`src/rtl/kct_pkg.sv`:
```
// Package: command codes, status codes, error codes, controller types and channel payload types.
`default_nettype none
package kct_pkg;
	localparam logic [2:0] CMD_CLEAR = 3'd0;
	localparam logic [2:0] CMD_ADD = 3'd1;
	localparam logic [2:0] CMD_ADD_VER = 3'd2;
	localparam logic [2:0] CMD_FIND_ACT = 3'd3;
	localparam logic [2:0] CMD_FIND_ANY = 3'd4;
	localparam logic [2:0] CMD_GET_ST = 3'd5;
	localparam logic [2:0] CMD_SET_ST = 3'd6;
	localparam logic [2:0] CMD_REMOVE = 3'd7;

	localparam logic [1:0] ST_UNKNOWN = 2'd0;
	localparam logic [1:0] ST_ACTIVE = 2'd1;
	localparam logic [1:0] ST_EXPIRED = 2'd2;
	localparam logic [1:0] ST_REVOKED = 2'd3;

	localparam logic [1:0] ERR_NONE = 2'd0;
	localparam logic [1:0] ERR_MAC = 2'd1;
	localparam logic [1:0] ERR_FULL = 2'd2;
	localparam logic [1:0] ERR_EXPIRED = 2'd3;

	typedef struct packed {
		logic load;
		logic scan_start;
		logic scan_step;
		logic commit;
	} kct_cmd_t;

	typedef struct packed {
		logic scan_last;
	} kct_stat_t;

	typedef struct packed {
		logic [1:0] error_code;
		logic       found;
		logic [3:0] slot;
		logic [1:0] entry_state;
		logic [4:0] live_entries;
	} kct_res_t;

	typedef struct packed {
		logic [2:0]  cmd;
		logic [63:0] key_word0;
		logic [63:0] key_word1;
		logic [63:0] key_word2;
		logic [63:0] key_word3;
		logic [63:0] valid_to;
		logic [63:0] now_secs;
		logic [1:0]  new_status;
		logic        digest_ok;
		logic        signature_ok;
	} kct_req_t;
endpackage
`default_nettype wire

```
`src/rtl/kct_ctrl.sv`:
```
// Controller: accept a beat, scan the table one entry per cycle, commit, hold result.
`default_nettype none
module kct_ctrl (
	input  wire logic              clk,
	input  wire logic              arst_n,
	input  wire logic              in_valid,
	output logic                   in_ready,
	output logic                   out_valid,
	input  wire logic              out_ready,
	output kct_pkg::kct_cmd_t      cmd,
	input  wire kct_pkg::kct_stat_t stat
);
	import kct_pkg::*;
	localparam logic [1:0] S_IDLE = 2'd0;
	localparam logic [1:0] S_SCAN = 2'd1;
	localparam logic [1:0] S_COMMIT = 2'd2;

	logic [1:0] state_q;
	logic out_valid_q;

	wire can_load = (state_q == S_IDLE);
	wire res_free = !out_valid_q || out_ready;
	assign in_ready = can_load;
	assign out_valid = out_valid_q;

	always_comb begin
		cmd = '0;
		cmd.load = in_valid && can_load;
		cmd.scan_start = cmd.load;
		cmd.scan_step = (state_q == S_SCAN);
		cmd.commit = (state_q == S_COMMIT) && res_free;
	end

	always_ff @(posedge clk or negedge arst_n) begin
		if (!arst_n) begin
			state_q <= S_IDLE;
			out_valid_q <= 1'b0;
		end else begin
			if (cmd.commit) out_valid_q <= 1'b1;
			else if (out_ready) out_valid_q <= 1'b0;
			case (state_q)
				S_IDLE: if (in_valid && can_load) state_q <= S_SCAN;
				S_SCAN: if (stat.scan_last) state_q <= S_COMMIT;
				S_COMMIT: if (res_free) state_q <= S_IDLE;
				default: state_q <= S_IDLE;
			endcase
		end
	end
endmodule
`default_nettype wire

```
`config.mk`:
```
export PLATFORM = sky130hd
export DESIGN_NAME = kct_ctrl
export DESIGN_NICKNAME = d
export VERILOG_FILES = /design/src/rtl/kct_pkg.sv /design/src/rtl/kct_ctrl.sv
export SDC_FILE = /design/constraint.sdc
export NUM_CORES = 1
export LEC_CHECK = 0
export ABC_AREA = 0
export BUFFER_PORTS_ARGS = -buffer_cell sky130_fd_sc_hd__buf_4
export CORE_AREA = 10 10 47 49
export DETAILED_ROUTE_END_ITERATION = 8
export DIE_AREA = 0 0 57 59
export PLACE_DENSITY = 0.41
export RECOVER_POWER = 25
export SETUP_SLACK_MARGIN = 0.1
export SYNTH_ARGS = -nofsm -noshare
export SYNTH_HDL_FRONTEND = slang
export SYNTH_SLANG_ARGS = --single-unit
```
`constraint.sdc`:
```
create_clock -name clk -period 2.58 [get_ports clk]
set_clock_uncertainty 0.2 [all_clocks]
set_input_delay 0.258 -clock clk [delete_from_list [all_inputs] [get_ports clk]]
set_output_delay 0.258 -clock clk [all_outputs]
set_load 0.1 [all_outputs]
```
Word-level counts from Yosys, hierarchy flattened
Cells that the tools add are included.
{ "word_totals": {"register_bits": 3, "elab_cells": 20} }
{ "classes": {"n_mux": 6, "eq_ne": 5, "reduce_logical": 7} }
{ "ops": {"columns": ["operator", "n"], "rows": [
  ["2-to-1 mux 2 bit", 3],
  ["one-hot mux 2 bit (3 select lines)", 1],
  ["!= test 2 bit (second input constant)", 2],
  ["AND reduction 3 bit", 1],
  ["equality test 2 x 1 -> 1 bit (second input constant)", 1],
  ["equality test 2 bit (second input constant)", 1],
  ["logical AND 1 bit", 2],
  ["zero test 2 bit", 1],
  ["2-to-1 mux 1 bit", 2],
  ["!= test 2 x 1 -> 1 bit (second input constant)", 1],
  ["nonzero test 2 bit", 1],
  ["zero test 1 bit", 1],
  ["logical OR 1 bit", 1]
]} }

Depth between registers and ports, before layout
Gate-level depths: netlist of run 1.
{ "depth": {"ltp_word": 4, "ltp_mapped": 3} }

Worst setup path before layout of run 1
Ideal clock, no wire load.
{ "synth_path": {"path_kind": "register to output", "from": "reg state_q[1]", "to": "out cmd[3] in the netlist's numbering", "required_time_ps": 2122, "stages_incl_launch_ff": 4, "setup_slack_ps": -944, "arrival_ps": 3066, "path_buffers": 1, "cell_sequence": "dfrtp_1 nor2_1 and2_1 buf_4"} }
{ "synth_lines": {"columns": ["item", "line", "rtl"], "rows": [
  ["start, declared", "kct_ctrl.sv:18", "logic [1:0] state_q;"],
  ["start signal, assigned", "kct_ctrl.sv:36", "state_q <= S_IDLE;"],
  ["start signal, assigned", "kct_ctrl.sv:42", "S_IDLE: if (in_valid && can_load) state_q <= S_SCAN;"],
  ["start signal, assigned", "kct_ctrl.sv:43", "S_SCAN: if (stat.scan_last) state_q <= S_COMMIT;"],
  ["end, declared", "kct_ctrl.sv:10", "output kct_pkg::kct_cmd_t cmd,"]
]} }

==> results of run 1 <==
## cell type report
| type | count | area share (%) |
|---|---|---|
| tap | 16 | 6.93 |
| timing repair buffer | 11 | 28.1 |
| clock buffer | 4 | 9.09 |
| sequential | 3 | 26.0 |
| inverter | 2 | 2.60 |
| multi-input combinational | 10 | 27.3 |
## per-stage QoR
stage / setup WS (ns) / TNS [ns]
final: 0.884 / 0
after global routing: 0.806 / 0
after CTS: 0.868 / 0
after detailed placement: 1.13 / 0
after global placement: 1.14 / 0
after floorplan: -0.141 / -0.141
## cells by family after synthesis
group,Yosys count
buffers and inverters,3
flip-flops,3
AND/OR/NAND/NOR,6
AO/OA/AOI/OAI,4
## critical path, delay by kind of cell (launching register included)
family | cells | cell delay, ns
AOI/OAI and AO/OA | 1 | 0.10
buffers and inverters | 1 | 0.30
DFF | 1 | 0.42
and+or+nand+nor | 1 | 0.18
## cell usage after synthesis
cell type	number	area, um^2
dfrtp_1	3	75.1
o21ai_0	1	5.00
a21oi_1	1	5.00
nand2b_4	1	13.8
nor2_1	2	7.51
buf_4	1	7.51
and2_1	1	6.26
inv_1	2	7.51
a211oi_1	1	7.51
nor2b_1	1	6.26
nand3b_1	1	7.51
o31ai_2	1	12.5
## layer usage
metal | vias up | routed length (um) | track usage (%)
met5 | - | 0 | 0
met2 | 12 | 182 | 3.41
met1 | 75 | 197 | 3.21
met3 | 2 | 90 | 3.86
met4 | 0 | 8 | 3.02
li1 | 81 | - | -
## worst paths after layout
check | startpoint | to | slack (ns) | cells after the start
min in group asynchronous | arst_n | state_q[1] | 0.18 | 2
hold reg to reg | state_q[0] | state_q[0] | 0.37 | 1
setup / recovery | state_q[0] | cmd[0] | 0.88 | 3
setup reg to reg | state_q[0] | state_q[1] | 1.53 | 2
hold / removal | out_ready | state_q[1] | 0.02 | 2
max in group asynchronous | arst_n | state_q[0] | 1.83 | 2
## sequential cells by signal, indices dropped and copies added, names as in the netlist
register / flops
out_valid: 1
state_q: 2
==> impl_metrics.json, run 1 <==
{
  "die_w_um": 57,
  "drtIter0Drc": 0,
  "setup.worst_path.start_class": "register",
  "grt_pass1_vias": 180,
  "synthMuxAreaShare_pct": 0,
  "maxCapViolations": 0,
  "cts.reportedPaths.clkPinSlew_ns": 0.04,
  "synth_xor_area_share_pct": 0,
  "grt_pass1_wl_um": 807,
  "synth-seq-cells": 3,
  "report.final.setup_viol": 0,
  "fin_crit_sh_pct": 65.7,
  "multi_input_area_um2": 78.8,
  "port-buffer-count": 10,
  "final_design_area_no_fill_um2": 289,
  "layout_commonest_cell": "buf_4",
  "syn_area_um2": 161,
  "hold_viol_final": 0,
  "antenna_cells": 0,
  "first_pass_iters": 1,
  "area_delta_synth_final_pct": 79.1,
  "cts_sinks": 3,
  "drc": 0,
  "antenna_found_initial": 0,
  "synth_compound_area_share_pct": 18.6,
  "rsz0062_at_grt": "no",
  "pin_count": 11,
  "cts_inserted_buffers": 3,
  "fillers": 178,
  "core_um2": 1400,
  "hold_slack_ns": 0.0154,
  "synth-seq-area-share_pct": 46.5,
  "worstPathArrival_ns": 1.24,
  "hp-class": "input pin to register",
  "cp_max_fo": 6,
  "ys_types": 12,
  "cts_root_buf": "clkbuf_4",
  "worst-setup-path-type": "register to output port",
  "postCtsSetupRepairBufs": 0,
  "die_y_um": 59,
  "dieArea_um2": 3360,
  "via_per_inst": 3.70,
  "final_cells": 46,
  "track_usage_pct": 3.29,
  "clock.fmax_ghz": 0.590,
  "fin_nets": 36,
  "synth_fa_ha_area_share_pct": 0,
  "cts.path.max_buffers": 2,
  "layout_common_cells": "buf_4, clkbuf_4, dfrtp_1",
  "maxSlewViolCount": 0,
  "drive_above_1_share_pct": 56.7,
  "cpPeakStageDelay_ns": 0.42,
  "syn_avg_cell_area_um2": 10.1,
  "slowest_stage": "dfrtp_1",
  "yosysWarningCount": 0,
  "htreeDepth": 1,
  "final_util_pct": 20.6,
  "dp_cells": 41,
  "gp_congestion": 0.652,
  "status": "finished clean",
  "synth_top_family_by_area": "simple AND/OR/NAND/NOR gates",
  "maxSlewHeadroom_pct": 81.3,
  "clk-insertion-delay-late_ns": 0.23,
  "start_util_pct": 11.5,
  "cp_cell_sequence": "nand2b_4, a21oi_2, buf_4",
  "cp-end-kind": "output port",
  "overflow": 0,
  "wl_um": 478,
  "yosys.area_share.simple_pct": 25.6,
  "ctsResizeCount": 0,
  "cts_tree": "done",
  "fin_crit_ns": 1.70,
  "dpl_cell_area_um2": 256,
  "grt_max_degree": 7,
  "critPathRequiredTime_ns": 2.12,
  "std_cell_rows": 14,
  "holdBufCountCts": 1,
  "dr_total_vias": 170,
  "tightestPinTransition_ns": 0.283,
  "seqCellArea_um2": 75.1,
  "synthCells": 16,
  "wl_per_cell_um": 10.4,
  "synth.net_count": 21,
  "drt.antenna.violating_nets": 0
}
Power of run 1 is not shown: default switching activity piles up to over one toggle a cycle in this logic, so the estimate is an artifact.
==> run 2: changes to the inputs <==
- ABC_AREA: 0 -> 1
- PLACE_DENSITY: 0.41 -> 0.42
- clock period: 2.58 -> 1.4 ns (I/O delays scaled with it)
==> impl_metrics.json, run 2 <==
{
  "syn_area_um2": 168,
  "synth.net_count": 29,
  "gp_congestion": 0.627,
  "hp-class": "input pin to register",
  "maxCapViolations": 0,
  "async_reset_ff_share_pct": 100,
  "via_per_inst": 3.51,
  "cp-end-kind": "output port",
  "worst-setup-path-type": "register to output port",
  "layout_common_cells": "buf_4, buf_12, nand2_1",
  "setup.worst_path.start_class": "register",
  "antenna_found_initial": 0,
  "grt_pass1_vias": 218,
  "cp_max_fo": 3,
  "post-synth-top-area-fraction_pct": 44.8,
  "start_util_pct": 12.0,
  "die_w_um": 57,
  "report.final.setup_viol": 5,
  "syn_avg_cell_area_um2": 6.99,
  "cts_root_buf": "clkbuf_4",
  "grt_pass1_wl_um": 986,
  "worstPathArrival_ns": 1.18,
  "synth_edf_count": 0,
  "setup_ws_ns": -0.118,
  "grt_max_degree": 5,
  "dr_total_vias": 214,
  "tightestPinTransition_ns": 0.203,
  "violations": "negative setup slack",
  "first_pass_iters": 2,
  "hold_slack_ns": 0.0152,
  "rr_startpoint": "state_q[1]",
  "yosys.area.top_type": "dfrtp_1",
  "die_y_um": 59,
  "maxSlewViolCount": 0,
  "drc": 0,
  "maxSlewHeadroom_pct": 86.5,
  "synth_flop_cell": "dfrtp_1",
  "dieArea_um2": 3360,
  "rr_endpoint": "state_q[1]",
  "synth_area_leaders": "dfrtp_1, nand2_1, inv_1",
  "dp_slack_ns": 0.0624,
  "largest_reg_flops": 2,
  "pin_count": 11,
  "yosysWarningCount": 0,
  "cp-endpoint": "cmd[2]",
  "hold_viol_final": 0,
  "cts_sinks": 3,
  "antenna_cells": 0,
  "synth-seq-area-share_pct": 44.8,
  "dpl.hpwl_um": 397,
  "fin_nets": 51,
  "fin_crit_ns": 1.52,
  "wl_per_cell_um": 9.34,
  "status": "finished with violations",
  "synthTopCellsByCount": "nand2_1, inv_1, dfrtp_1",
  "rsz0062_at_grt": "yes",
  "ys_types": 11,
  "wl_um": 570,
  "clk-insertion-delay-late_ns": 0.24,
  "core_um2": 1400,
  "drive_above_1_share_pct": 60.0,
  "clock.fmax_ghz": 0.659,
  "std_cell_rows": 14,
  "synth_most_common_cell": "nand2_1",
  "r2r_slack_ns": 0.14,
  "cts_tree": "done",
  "htreeDepth": 1,
  "fin_crit_sh_pct": 108,
  "track_usage_pct": 4.14,
  "r2r_cells": 6,
  "layout_commonest_cell": "buf_4",
  "drt.antenna.violating_nets": 0,
  "synth-seq-cells": 3,
  "overflow": 0,
  "port-buffer-count": 10,
  "synthCells": 24,
  "critPathRequiredTime_ns": 1.06,
  "cts.reportedPaths.clkPinSlew_ns": 0.04,
  "drtIter0Drc": 2,
  "regMostFlops": "state_q",
  "cts_inserted_buffers": 3,
  "final_util_pct": 32.5,
  "crit_start": "state_q[1]",
  "area_delta_synth_final_pct": 172,
  "cts.path.max_buffers": 2
}
==> run 2: layout make-up <==
cell class	count	area [um^2]
clock buffer	4	26.3
tap	16	20.0
timing repair buffer	18	213
sequential	3	78.8
fill	162	946
multi-input combinational	13	87.6
inverter	7	30.0
==> run 2: per-stage QoR <==
| step | cell area, um^2 | cells | setup TNS [ns] |
|---|---|---|---|
| floorplan | 214 | 24 | -1.64 |
| global placement | 297 | 50 | 0 |
| detailed placement | 297 | 50 | 0 |
| CTS | 445 | 60 | -0.509 |
| global route | 455 | 61 | -0.782 |
| finish | 455 | 61 | -0.530 |
==> run 2: metal layers <==
layer / global-route usage (%) / share of wire (%) / up-vias
met5: 0 / 0 / -
met3: 4.94 / 17 / 0
met4: 4.03 / 0 / 0
met1: 3.43 / 39 / 94
met2: 4.96 / 43 / 10
li1: - / - / 110
==> run 2: timing repair <==
action                                  CTS  global route
hold buffers                              3             0
pin swaps                                 1             0
endpoints found under the setup margin    6             5
endpoints found under the hold margin     4             0
gates resized for setup                  18             2
setup buffers                             3             1
==> run 2: how the worst min path moves through the flow <==
stage	cells after the start	startpoint	to	slack, ns
6_report	4	out_ready	out_valid	0.02
5_1_grt	4	out_ready	out_valid	0.05
4_1_cts	4	out_ready	out_valid	0.002
3_5_place_dp	1	arst_n	out_valid	-0.27
3_3_place_gp	1	arst_n	out_valid	-0.27
2_1_floorplan	0	arst_n	state_q[0]	-0.36
==> run 2: cell families (layout without fill, tap and decap cells) <==
group,after synthesis,in the layout,synth area share [%]
AO/OA/AOI/OAI,3,3,10.4
buffers and inverters,8,29,20.2
flip-flops,3,3,44.8
AND/OR/NAND/NOR,10,10,24.6
==> run 2: critical path, cell delays in order, from the launching register on <==
cell and delay [ns]:
dfrtp_1 0.42, nor2_4 0.14, inv_2 0.05, nor2_4 0.14, buf_12 0.19
Power of run 2 is left out for the same reason.
==> run 3: changes to the inputs <==
--- a/config.mk
+++ b/config.mk
@@ -9,4 +9,5 @@
 export BUFFER_PORTS_ARGS = -buffer_cell sky130_fd_sc_hd__buf_4
 export CORE_AREA = 10 10 47 49
+export CTS_BUF_LIST = sky130_fd_sc_hd__clkbuf_16
 export DETAILED_ROUTE_END_ITERATION = 8
 export DIE_AREA = 0 0 57 59
==> constraint.sdc (replaced) <==
create_clock -name clk -period 1.4 [get_ports clk]
set_clock_uncertainty 0.2 [all_clocks]
set_input_delay 0.28 -clock clk [delete_from_list [all_inputs] [get_ports clk]]
set_output_delay 0.28 -clock clk [all_outputs]
set_load 0.1 [all_outputs]
==> impl_metrics.json, run 3 (same netlist as run 2, synthesis figures left out) <==
{
  "cts_inserted_buffers": 3,
  "cpPeakStageDelay_ns": 0.40,
  "drc": 0,
  "setup_ws_ns": -0.216,
  "htreeDepth": 1,
  "rsz0062_at_grt": "yes",
  "cp_cell_sequence": "nor2_4, inv_2, nor2_4, buf_12",
  "setup.worst_path.start_class": "register",
  "maxSlewHeadroom_pct": 88.3,
  "pin_count": 11,
  "cts.path.max_buffers": 2,
  "final_util_pct": 35.1,
  "die_w_um": 57,
  "cts_tree": "done",
  "crit_start": "state_q[0]",
  "first_pass_iters": 1,
  "fin_crit_sh_pct": 115,
  "drtIter0Drc": 0,
  "wl_um": 561,
  "tns_ns": -0.955,
  "cp-end-kind": "output port",
  "dr_total_vias": 208,
  "cts_sinks": 3,
  "rr_startpoint": "state_q[0]",
  "std_cell_rows": 14,
  "fin_crit_ns": 1.62,
  "critPathRequiredTime_ns": 0.92,
  "layout_commonest_cell": "buf_4",
  "cp_max_fo": 3,
  "start_util_pct": 12.0,
  "dieArea_um2": 3360,
  "core_um2": 1400,
  "dpl_cell_area_um2": 327,
  "track_usage_pct": 4.06,
  "drive_above_1_share_pct": 58.1,
  "regMostFlops": "state_q",
  "hold_slack_ns": 0.159,
  "cpMostUsedCell": "nor2_4",
  "cp.buffers_inverters": 2,
  "via_per_inst": 3.53,
  "worst-setup-path-type": "register to output port",
  "clock.fmax_ghz": 0.619,
  "grt_pass1_wl_mm": 1.01,
  "port-buffer-count": 10,
  "cts.reportedPaths.clkPinSlew_ns": 0.03,
  "clk-insertion-delay-late_ns": 0.22,
  "final_design_area_no_fill_um2": 492,
  "antenna_cells": 0,
  "report.final.setup_viol": 5,
  "hold_viol_final": 0,
  "die_y_um": 59,
  "hp-class": "input pin to register",
  "maxSlewViolCount": 0,
  "worstPathArrival_ns": 1.14,
  "crit_family": "flip-flops",
  "violations": "negative setup slack",
  "status": "finished with violations",
  "overflow": 0,
  "antenna_found_initial": 0,
  "hp-start": "out_ready",
  "maxCapViolations": 0,
  "postCtsSetupRepairBufs": 0,
  "grt_max_degree": 4,
  "slowest_stage": "dfrtp_1",
  "wl_per_cell_um": 9.51,
  "area_delta_synth_final_pct": 193,
  "cts_root_buf": "clkbuf_16",
  "largest_reg_flops": 2,
  "fin_nets": 49,
  "layout_common_cells": "buf_4, buf_12, inv_1, nand2_1, clkbuf_16",
  "grt_pass1_vias": 250,
  "drt.antenna.violating_nets": 0,
  "gp_congestion": 0.644,
  "tightestPinTransition_ns": 0.176,
  "dpl.hpwl_um": 410
}
run 3: cell count changes in the layout (fill, tap and decap cells not counted), sizes merged:
cell / previous run / this run
dlygate4sd3: 3 / 1
clkbuf: 5 / 4
inv: 6 / 7
run 3: final timing paths:
kind | to | slack, ns | cells past startpoint
setup / recovery | cmd[2] | -0.22 | 4
hold / removal | out_valid | 0.16 | 4
setup reg to reg | state_q[1] | 0.22 | 5
hold reg to reg | out_valid | 0.41 | 2
max in group asynchronous | out_valid | 0.62 | 2
min in group asynchronous | state_q[0] | 0.20 | 2
run 3: stage by stage:
stage               std cells  setup WS [ns]
finish                     59         -0.216
global route               59         -0.271
CTS                        59         -0.228
detailed placement         54        -0.0511
global placement           54        -0.0517
floorplan                  24         -0.935
run 3: worst reg2reg max path, delay by kind of cell, from the launching register on:
family | cells | cell delay (ns)
flops | 1 | 0.39
simple gates | 2 | 0.15
compound gates | 1 | 0.14
buf+inv | 2 | 0.18
run 3: cell type report:
cell class	count	area, um^2
fillers	149	910
repair buffers	16	194
multi-input cells	13	90.1
flip-flops and latches	3	78.8
clock buffers	3	75.1
inverters	7	30.0
well taps	16	20.0
clock inverters	1	3.75
run 3: what timing repair did:
action                                  in CTS  in global routing
gates resized for setup                     19                  0
pin swaps                                    2                  0
hold buffers                                 1                  0
endpoints found under the setup margin       6                  6
hold endpoints to repair                     3                  0
run 3: layer usage:
layer  up-vias  part of all wire (%)  GRT usage, %
met2        12                    38          4.96
met4         0                     0          2.01
li1        106                     -             -
met1        90                    42          3.56
met3         0                    20          5.58
met5         -                     0             0
Power of run 3 is left out for the same reason.
